**config.mk**
```make
export PLATFORM = sky130hd
export DESIGN_NAME = pbjf_ctrl
export DESIGN_NICKNAME = d
export VERILOG_FILES = /design/src/rtl/pbjf_pkg.sv /design/src/rtl/pbjf_ctrl.sv
export SDC_FILE = /design/constraint.sdc
export NUM_CORES = 1
export LEC_CHECK = 0
export CAP_MARGIN = 20
export CORE_AREA = 2 2 39 41
export CTS_BUF_LIST = sky130_fd_sc_hd__clkbuf_2
export CTS_CLUSTER_SIZE = 16
export DETAILED_ROUTE_END_ITERATION = 6
export DIE_AREA = 0 0 41 43
export DONT_BUFFER_PORTS = 1
export GPL_TIMING_DRIVEN = 0
export MAX_ROUTING_LAYER = met4
export PLACE_DENSITY_LB_ADDON = 0.25
export SLEW_MARGIN = 25
export SYNTH_ARGS = -nofsm -noshare
export SYNTH_HDL_FRONTEND = slang
export SYNTH_SLANG_ARGS = --single-unit
```
**constraint.sdc**
```tcl
create_clock -name clk -period 1.8 [get_ports clk]
set_input_delay 0.09 -clock clk [delete_from_list [all_inputs] [get_ports clk]]
set_output_delay 0.09 -clock clk [all_outputs]
set_load 0.02 [all_outputs]
```
**src/rtl/pbjf_pkg.sv**
```systemverilog
// Shared types and constants of the prebuffered byte jitter FIFO.
package pbjf_pkg;

  localparam int REQ_W  = 3;
  localparam int BYTE_W = 8;
  localparam int AMT_W  = 13;
  localparam int FILL_W = 13;
  localparam int LVL_W  = 13;

  localparam logic [LVL_W-1:0] LEVEL_RESET = 13'd1024;

  typedef enum logic [REQ_W-1:0] {
    REQ_WRITE   = 3'd0,
    REQ_READ    = 3'd1,
    REQ_PEEK    = 3'd2,
    REQ_DISCARD = 3'd3,
    REQ_START   = 3'd4,
    REQ_STOP    = 3'd5
  } req_code_t;

  typedef enum logic {
    ST_IDLE,
    ST_FETCH
  } ctrl_state_t;

  typedef struct packed {
    logic accept;
    logic load_data;
  } ctrl_cmd_t;

  typedef struct packed {
    logic needs_mem;
  } dp_status_t;

endpackage

```
**src/rtl/pbjf_ctrl.sv**
```systemverilog
// Controller: request acceptance, ring fetch sequencing and result valid.
module pbjf_ctrl (
  input  logic                   clk,
  input  logic                   rst,
  input  logic                   req_valid,
  output logic                   req_ready,
  output logic                   rsp_valid,
  input  logic                   rsp_ready,
  input  pbjf_pkg::dp_status_t   status,
  output pbjf_pkg::ctrl_cmd_t    cmd
);

  pbjf_pkg::ctrl_state_t state, state_next;
  logic                  rsp_valid_next;
  logic                  out_free;

  always_ff @(posedge clk) begin
    if (rst) begin
      state     <= pbjf_pkg::ST_IDLE;
      rsp_valid <= 1'b0;
    end else begin
      state     <= state_next;
      rsp_valid <= rsp_valid_next;
    end
  end

  always_comb begin
    out_free       = !rsp_valid || rsp_ready;
    state_next     = state;
    rsp_valid_next = rsp_valid && !rsp_ready;
    req_ready      = 1'b0;
    cmd.accept     = 1'b0;
    cmd.load_data  = 1'b0;
    case (state)
      pbjf_pkg::ST_IDLE: begin
        req_ready  = out_free;
        cmd.accept = req_valid && out_free;
        if (cmd.accept) begin
          // hold the result back until the ring read returns
          if (status.needs_mem) begin
            state_next     = pbjf_pkg::ST_FETCH;
            rsp_valid_next = 1'b0;
          end else begin
            rsp_valid_next = 1'b1;
          end
        end
      end
      pbjf_pkg::ST_FETCH: begin
        cmd.load_data  = 1'b1;
        rsp_valid_next = 1'b1;
        state_next     = pbjf_pkg::ST_IDLE;
      end
      default: begin
        state_next = pbjf_pkg::ST_IDLE;
      end
    endcase
  end

endmodule

```
==> results of run 1 <==
state kept, by name (all words and copies together), names as in the netlist:
name,flops
state,1
rsp_valid,1
power breakdown:
group	total [mW]	switching, mW	internal (mW)
Clock	0.0688	0.0245	0.0442
Combinational	0.0187	0.0102	0.00854
Sequential	0.0516	0.00429	0.0473
per-layer routing:
layer	track usage [%]	part of all wire, %
met5	-	0
met4	8.000	0
met3	9.424	45
met2	4.375	33
met1	2.229	23
kinds of logic after synthesis:
logic type / after synthesis / share of synthesized area [%]
flops: 2 / 38.10
buf+inv: 2 / 10.71
simple gates: 6 / 45.25
compound gates: 1 / 5.956
worst max-delay path: cells and delay by family (launching register included):
family | cells | cell delay (ns)
flops | 1 | 0.48
simple gates | 2 | 0.35
cell usage in the layout, fill, tap and decap left out:
cell	n
a31oi_1	1
and2_1	1
and3_1	1
and4_1	1
buf_4	1
clkbuf_2	3
dfxtp_1	2
dlygate4sd3_1	1
inv_1	1
nand2b_1	1
nand2b_4	1
nor2b_1	1
per-stage QoR:
step / hold WS [ns] / utilization [%] / power, mW / cell area (um2) / instances
floorplan: 0.1594 / - / 0.06753 / 105.1 / 11
global placement: 0.1617 / 9.042 / 0.06869 / 125.1 / 27
detailed placement: 0.1682 / 9.042 / 0.06946 / 125.1 / 27
CTS: 0.06225 / 10.85 / 0.1467 / 150.1 / 31
global route: 0.08223 / 10.85 / 0.1470 / 150.1 / 31
finish: 0.07745 / 10.85 / 0.1391 / 150.1 / 31
worst paths after layout:
path,from,end,cells after the start
worst min register to register,state,rsp_valid,2
worst max register to register,rsp_valid,state,2
worst max-delay path,rsp_valid,cmd[1],2
worst min-delay path,req_valid,state,1
area by class of cell:
cell class              instances  area share (%)
plain buffers                   1           5.000
clock buffers                   3           10.00
inverters                       1           2.500
multi-input cells               7           35.83
flip-flops and latches          2           26.67
well taps                      16           13.33
repair buffers                  1           6.667
==> flow_summary.toml, run 1 <==
[yosys]
yosys.area.top_type = "dfxtp_1"
synth_seq_cells = 2
synth_edf_count = 0
ys_seq_area_share_pct = 38.10
synth_top_flop_cell = "dfxtp_1"
synth_area_leaders = "dfxtp_1 38%, nand2b_4 13%, and4_1 8.3%"
ys_types = 10
yosysWarnings = 0
syn_area_per_cell_um2 = 9.555
synth_fp_nets = 16
synth_most_common_cell = "dfxtp_1"
synth_async_sr_flop_share_pct = 0
synth_top_area_share_pct = 38.10
netlist_area_um2 = 105.1
syn_inst = 11

[timing]
max_freq_mhz = 904.8
report.final.hold_viol_count = 0
period_share_pct = 61.40
max_slew.worst_pin.slew_ns = 0.2999
tns_ns = 0
setup_viol_count_final = 0
slew_violations = 0
timing.final.ws_setup_ns = 0.6948
rsz0062_at_grt = "false"
min_period_ns = 1.105
relSlewSlack_pct = 79.98
finClkSkew_ns = 0.001578

[place]
pre_cts_slack_ns = 0.8838
io_buffers = 0
routabilityCongestion = 0.4502
dp_hpwl_um = 238.6

[critical_path]
max_stage_delay_ns = 0.48
start_kind = "flip-flop"
endpoint_kind = "primary output"
reg2reg_slack_ns = 0.94
crit_required_ns = 1.71
crit_arrival_ns = 1.02
worstPathMaxFanout = 4
worstSetupPathType = "reg -> out"
worstPathCellList = "nand2b_4 -> and3_1"
cpMaxStageDelayCell = "dfxtp_1"

[clock_network]
clk_latency_ns = 0.19
cts.clk_slew.worst_paths_ns = 0.03
cts_root_buf = "clkbuf_2"
post_cts_resized = 0
cts_setup_buffers = 0
cts.sinks = 2
cts_tree = "built"
cts_buffer_depth = 2
htreeDepth = 1
cts_buffers = 3
ctsHoldBuffers = 1

[cells_and_area]
antenna_cells = 0
fillers = 159
syn2layout_area_growth_pct = 42.86
register_area_um2 = 40.04
final_nets = 22
drive_gt1_share_pct = 33.33
multi_input_area_um2 = 53.80

[floorplanning]
core_mm2 = 0.001384
rows = 14
die_area_mm2 = 0.001763
start_util_pct = 7.595
die_h_um = 43
die_x_um = 41
num_io_pins = 9

[route]
wl_per_cell_um = 9.710
dr.pass1.iters = 1
ant_nets = 0
drt_wl_total_um = 301
vias = 90
remaining_drc_errors = 0
drt_iter0_drc = 0
viasPerCell = 2.903

[global_routing]
antenna_found_initial = 0
grt_pass1_wl_um = 448
grt_pass1_vias = 123
grt_max_degree = 5
grtUsageTotal_pct = 5.231
grt_overflow = 0

[power_and_ir_drop]
peakVddDrop_uv = 62.24
p_leak_nw = 0.06230
powerDensity_mw_per_mm2 = 926.3

[status]
status = "complete, no violations"

[min_path]
hp-class = "in -> reg"

[flow_run]
drv_cap = 0
Note: power is estimated with default switching activity, not from simulation.
==> run 2, diff against run 1 <==
- clock period: 1.8 -> 0.9 ns (I/O delays scaled with it)
==> flow_summary.toml, run 2 (synthesis results as in run 1) <==
[status]
status = "complete, no violations"

[place]
pre_cts_slack_ns = 0.02880
dp_hpwl_um = 238.6
io_buffers = 0
routabilityCongestion = 0.4502

[cells_and_area]
syn2layout_area_growth_pct = 53.57
final_nets = 22
utilization_pct = 11.66
drive_gt1_share_pct = 53.33
antenna_cells = 0
final_common_cell = "clkbuf_2"
top_regs = "rsp_valid: 1 flops, state: 1 flops"

[route]
viasPerCell = 2.839
remaining_drc_errors = 0
drt_wl_total_um = 308
ant_nets = 0
wl_per_cell_um = 9.935
dr.pass1.iters = 1
vias = 88
drt_iter0_drc = 0

[critical_path]
start_kind = "flip-flop"
cp-endpoint = "cmd[1]"
worstSetupPathType = "reg -> out"
r2r_end = "state"
crit_required_ns = 0.85
worstPathCellList = "nand2b_4 -> and3_4"
rr_worst_depth = 2
endpoint_kind = "primary output"
worstPathMaxFanout = 4
max_stage_delay_ns = 0.36
r2r-start = "rsp_valid"
reg2reg_slack_ns = 0.16
cpMaxStageDelayCell = "dfxtp_4"
crit_arrival_ns = 0.85
crit_start = "rsp_valid"

[global_routing]
grtUsageTotal_pct = 5.231
grt_pass1_wl_um = 448
antenna_found_initial = 0
grt_pass1_vias = 122
grt_overflow = 0
grt_max_degree = 5

[timing]
timing.final.ws_setup_ns = 0.007755
max_freq_mhz = 1121
setup_viol_count_final = 0
max_slew.worst_pin.slew_ns = 0.1283
rsz0062_at_grt = "true"
period_share_pct = 99.14
report.final.hold_viol_count = 0
relSlewSlack_pct = 91.41
slew_violations = 0
finClkSkew_ns = 0.0001682
min_period_ns = 0.8922

[power_and_ir_drop]
finalPower_mw = 0.2856
p_leak_nw = 0.06602
powerDensity_mw_per_mm2 = 1769
peakVddDrop_uv = 124.3

[clock_network]
cts_root_buf = "clkbuf_2"
cts_buffers = 3
cts.sinks = 2
htreeDepth = 1
clk_latency_ns = 0.19
cts_tree = "built"
cts_buffer_depth = 2
cts.clk_slew.worst_paths_ns = 0.03

[floorplanning]
num_io_pins = 9
die_area_mm2 = 0.001763
die_h_um = 43
start_util_pct = 7.595
die_x_um = 41
core_mm2 = 0.001384
rows = 14

[min_path]
hp-class = "in -> reg"

[flow_run]
drv_cap = 0
run 2: cell types whose count changed in the layout (fill, tap and decap cells not counted):
cell,before,now
and2_1,1,0
dfxtp_4,0,1
and3_1,1,0
dfxtp_1,2,1
and2_4,0,1
and3_4,0,1
run 2: repair_timing:
action	4_1_cts	5_1_grt
gates resized for setup	6	0
setup buffers	0	0
pin swaps	1	0
hold buffers	1	0
endpoints found under the setup margin	2	1
endpoints found under the hold margin	1	0
run 2: worst min path at each step:
stage | slack (ns) | depth (start not counted) | start | to
2_1_floorplan | 0.11 | 1 | rst | rsp_valid
3_3_place_gp | 0.12 | 1 | rst | rsp_valid
3_5_place_dp | 0.12 | 1 | rst | rsp_valid
4_1_cts | 0.01 | 2 | req_valid | rsp_valid
5_1_grt | 0.04 | 1 | req_valid | state
6_report | 0.02 | 2 | req_valid | rsp_valid
run 2: cell type report:
class / instances / area (um2)
clock buffer: 3 / 15.01
tap: 16 / 20.02
sequential: 2 / 43.79
timing repair buffer: 1 / 10.01
multi-input combinational: 7 / 61.31
fill: 159 / 1222
buffer: 1 / 7.507
inverter: 1 / 3.754
run 2: per-layer routing:
layer,vias up,track usage (%),part of all wire (%)
met1,34,2.229,27
met4,0,8.000,0
li1,45,-,-
met5,-,-,0
met3,0,9.424,40
met2,9,4.375,33
run 2: power by group:
part / internal, mW / total (mW) / leakage [nW] / switching [mW]
clock network: 0.0886 / 0.139 / 0.0125 / 0.0501
registers: 0.0941 / 0.103 / 0.0171 / 0.00856
logic: 0.0232 / 0.0442 / 0.0365 / 0.0209
total: 0.206 / 0.286 / 0.0660 / 0.0796
run 2: worst max-delay path: cells and delay by family (launching register included):
kind / cells / cell delay (ns)
DFF: 1 / 0.36
and+or+nand+nor: 2 / 0.29
run 2: per-stage QoR:
stage               hold slack, ns  std cells  instance area [um2]  setup TNS [ns]
floorplan                   0.1144         11                105.1               0
global placement            0.1167         27                125.1               0
detailed placement          0.1232         27                125.1               0
CTS                        0.01090         31                161.4        -0.01068
global route               0.03724         31                161.4        -0.02010
finish                     0.02270         31                161.4               0
==> run 3, diff against run 2 <==
- PLACE_DENSITY_LB_ADDON: 0.25 -> 0.2
==> flow_summary.toml, run 3 (synthesis results as in run 1) <==
[global_routing]
grt_pass1_vias = 105
grt_overflow = 0
grt_max_degree = 5
grtUsageTotal_pct = 3.689
grt_pass1_wl_um = 379
antenna_found_initial = 0

[clock_network]
cts.sinks = 2
cts_tree = "built"
htreeDepth = 1
clk_latency_ns = 0.19
cts.clk_slew.worst_paths_ns = 0.03
cts_root_buf = "clkbuf_2"
cts_buffer_depth = 2
cts_buffers = 3

[critical_path]
r2r_end = "rsp_valid"
crit_start = "rsp_valid"
cp-endpoint = "cmd[1]"
rr_worst_depth = 3
start_kind = "flip-flop"
worstSetupPathType = "reg -> out"
endpoint_kind = "primary output"
reg2reg_slack_ns = 0.08
crit_required_ns = 0.85
crit_arrival_ns = 0.85
worstPathMaxFanout = 4
r2r-start = "rsp_valid"

[route]
drt_iter0_drc = 0
drt_wl_total_um = 281
remaining_drc_errors = 0
wl_per_cell_um = 8.781
dr.pass1.iters = 1
ant_nets = 0
vias = 100
viasPerCell = 3.125

[timing]
setup_viol_count_final = 0
finClkSkew_ns = 0.004027
report.final.hold_viol_count = 0
period_share_pct = 99.52
timing.final.ws_setup_ns = 0.004339
tns_ns = 0
max_slew.worst_pin.slew_ns = 0.1365
max_freq_mhz = 1116
relSlewSlack_pct = 90.86
slew_violations = 0
rsz0062_at_grt = "true"
min_period_ns = 0.8957

[floorplanning]
die_h_um = 43
rows = 14
core_mm2 = 0.001384
num_io_pins = 9
start_util_pct = 7.595
die_x_um = 41
die_area_mm2 = 0.001763

[cells_and_area]
utilization_pct = 12.21
drive_gt1_share_pct = 56.25
final_common_cell = "clkbuf_2"
fin_area_um2 = 168.9
antenna_cells = 0
syn2layout_area_growth_pct = 60.71
final_cell_mix = "3 x clkbuf_2, 2 x buf_4"
final_nets = 23
top_regs = "rsp_valid: 1 flops, state: 1 flops"
fillers = 157

[flow_run]
drv_cap = 0

[power_and_ir_drop]
powerDensity_mw_per_mm2 = 1687
finalPower_mw = 0.2849
peakVddDrop_uv = 154.6
p_leak_nw = 0.07030

[place]
io_buffers = 0
pre_cts_slack_ns = 0.02976
dpl-instance-area_um2 = 125.1
routabilityCongestion = 0.4456

[min_path]
hp-class = "in -> reg"
holdPathStages = 2

[status]
status = "complete, no violations"
==> run 3: cell types whose count changed in the layout (fill, tap and decap cells not counted), sizes merged <==
| cell | previous run | this run |
|---|---|---|
| buf | 1 | 2 |
==> run 3: routing by layer <==
metal | vias to the layer above | part of all wire [%] | GRT usage (%)
li1 | 46 | - | -
met1 | 45 | 48 | 4.762
met2 | 9 | 28 | 2.813
met3 | 0 | 24 | 3.141
met4 | 0 | 0 | 4.000
met5 | - | 0 | -
==> run 3: how the worst min path moves through the flow <==
stage | startpoint | end | slack (ns)
floorplan | rst | rsp_valid | 0.11
global placement | rst | rsp_valid | 0.12
detailed placement | rst | rsp_valid | 0.12
CTS | req_valid | rsp_valid | 0.02
global route | req_valid | rsp_valid | 0.02
finish | req_valid | rsp_valid | 0.03
==> run 3: repair_timing <==
item | 4_1_cts | 5_1_grt
hold buffers | 1 | 0
endpoints found under the hold margin | 1 | 0
buffers inserted | 0 | 1
endpoints found under the setup margin | 2 | 2
gates resized for setup | 6 | 0
pin swaps | 1 | 0
==> run 3: power breakdown <==
part           total (mW)  switching, mW  internal [mW]
clock               0.135         0.0463         0.0883
sequential          0.102        0.00824         0.0942
combinational      0.0479         0.0224         0.0256
total               0.285         0.0769          0.208
==> run 3: through the flow <==
step,hold WS [ns],std cells
3_5_place_dp,0.1235,27
4_1_cts,0.01516,31
6_report,0.02506,32
5_1_grt,0.02395,32
3_3_place_gp,0.1184,27
2_1_floorplan,0.1144,11
==> run 3: cell type report <==
type                    instances  area, um2  share of cell area, %
multi-input cells               7      61.31                  36.30
flip-flops and latches          2      43.79                  25.93
well taps                      16      20.02                  11.85
repair buffers                  2      17.52                  10.37
clock buffers                   3      15.01                  8.889
plain buffers                   1      7.507                  4.444
inverters                       1      3.754                  2.222
==> run 3: critical path, stage by stage (launching register included) <==
cell	delay, ns
dfxtp_4	0.36
nand2b_4	0.08
and3_4	0.22
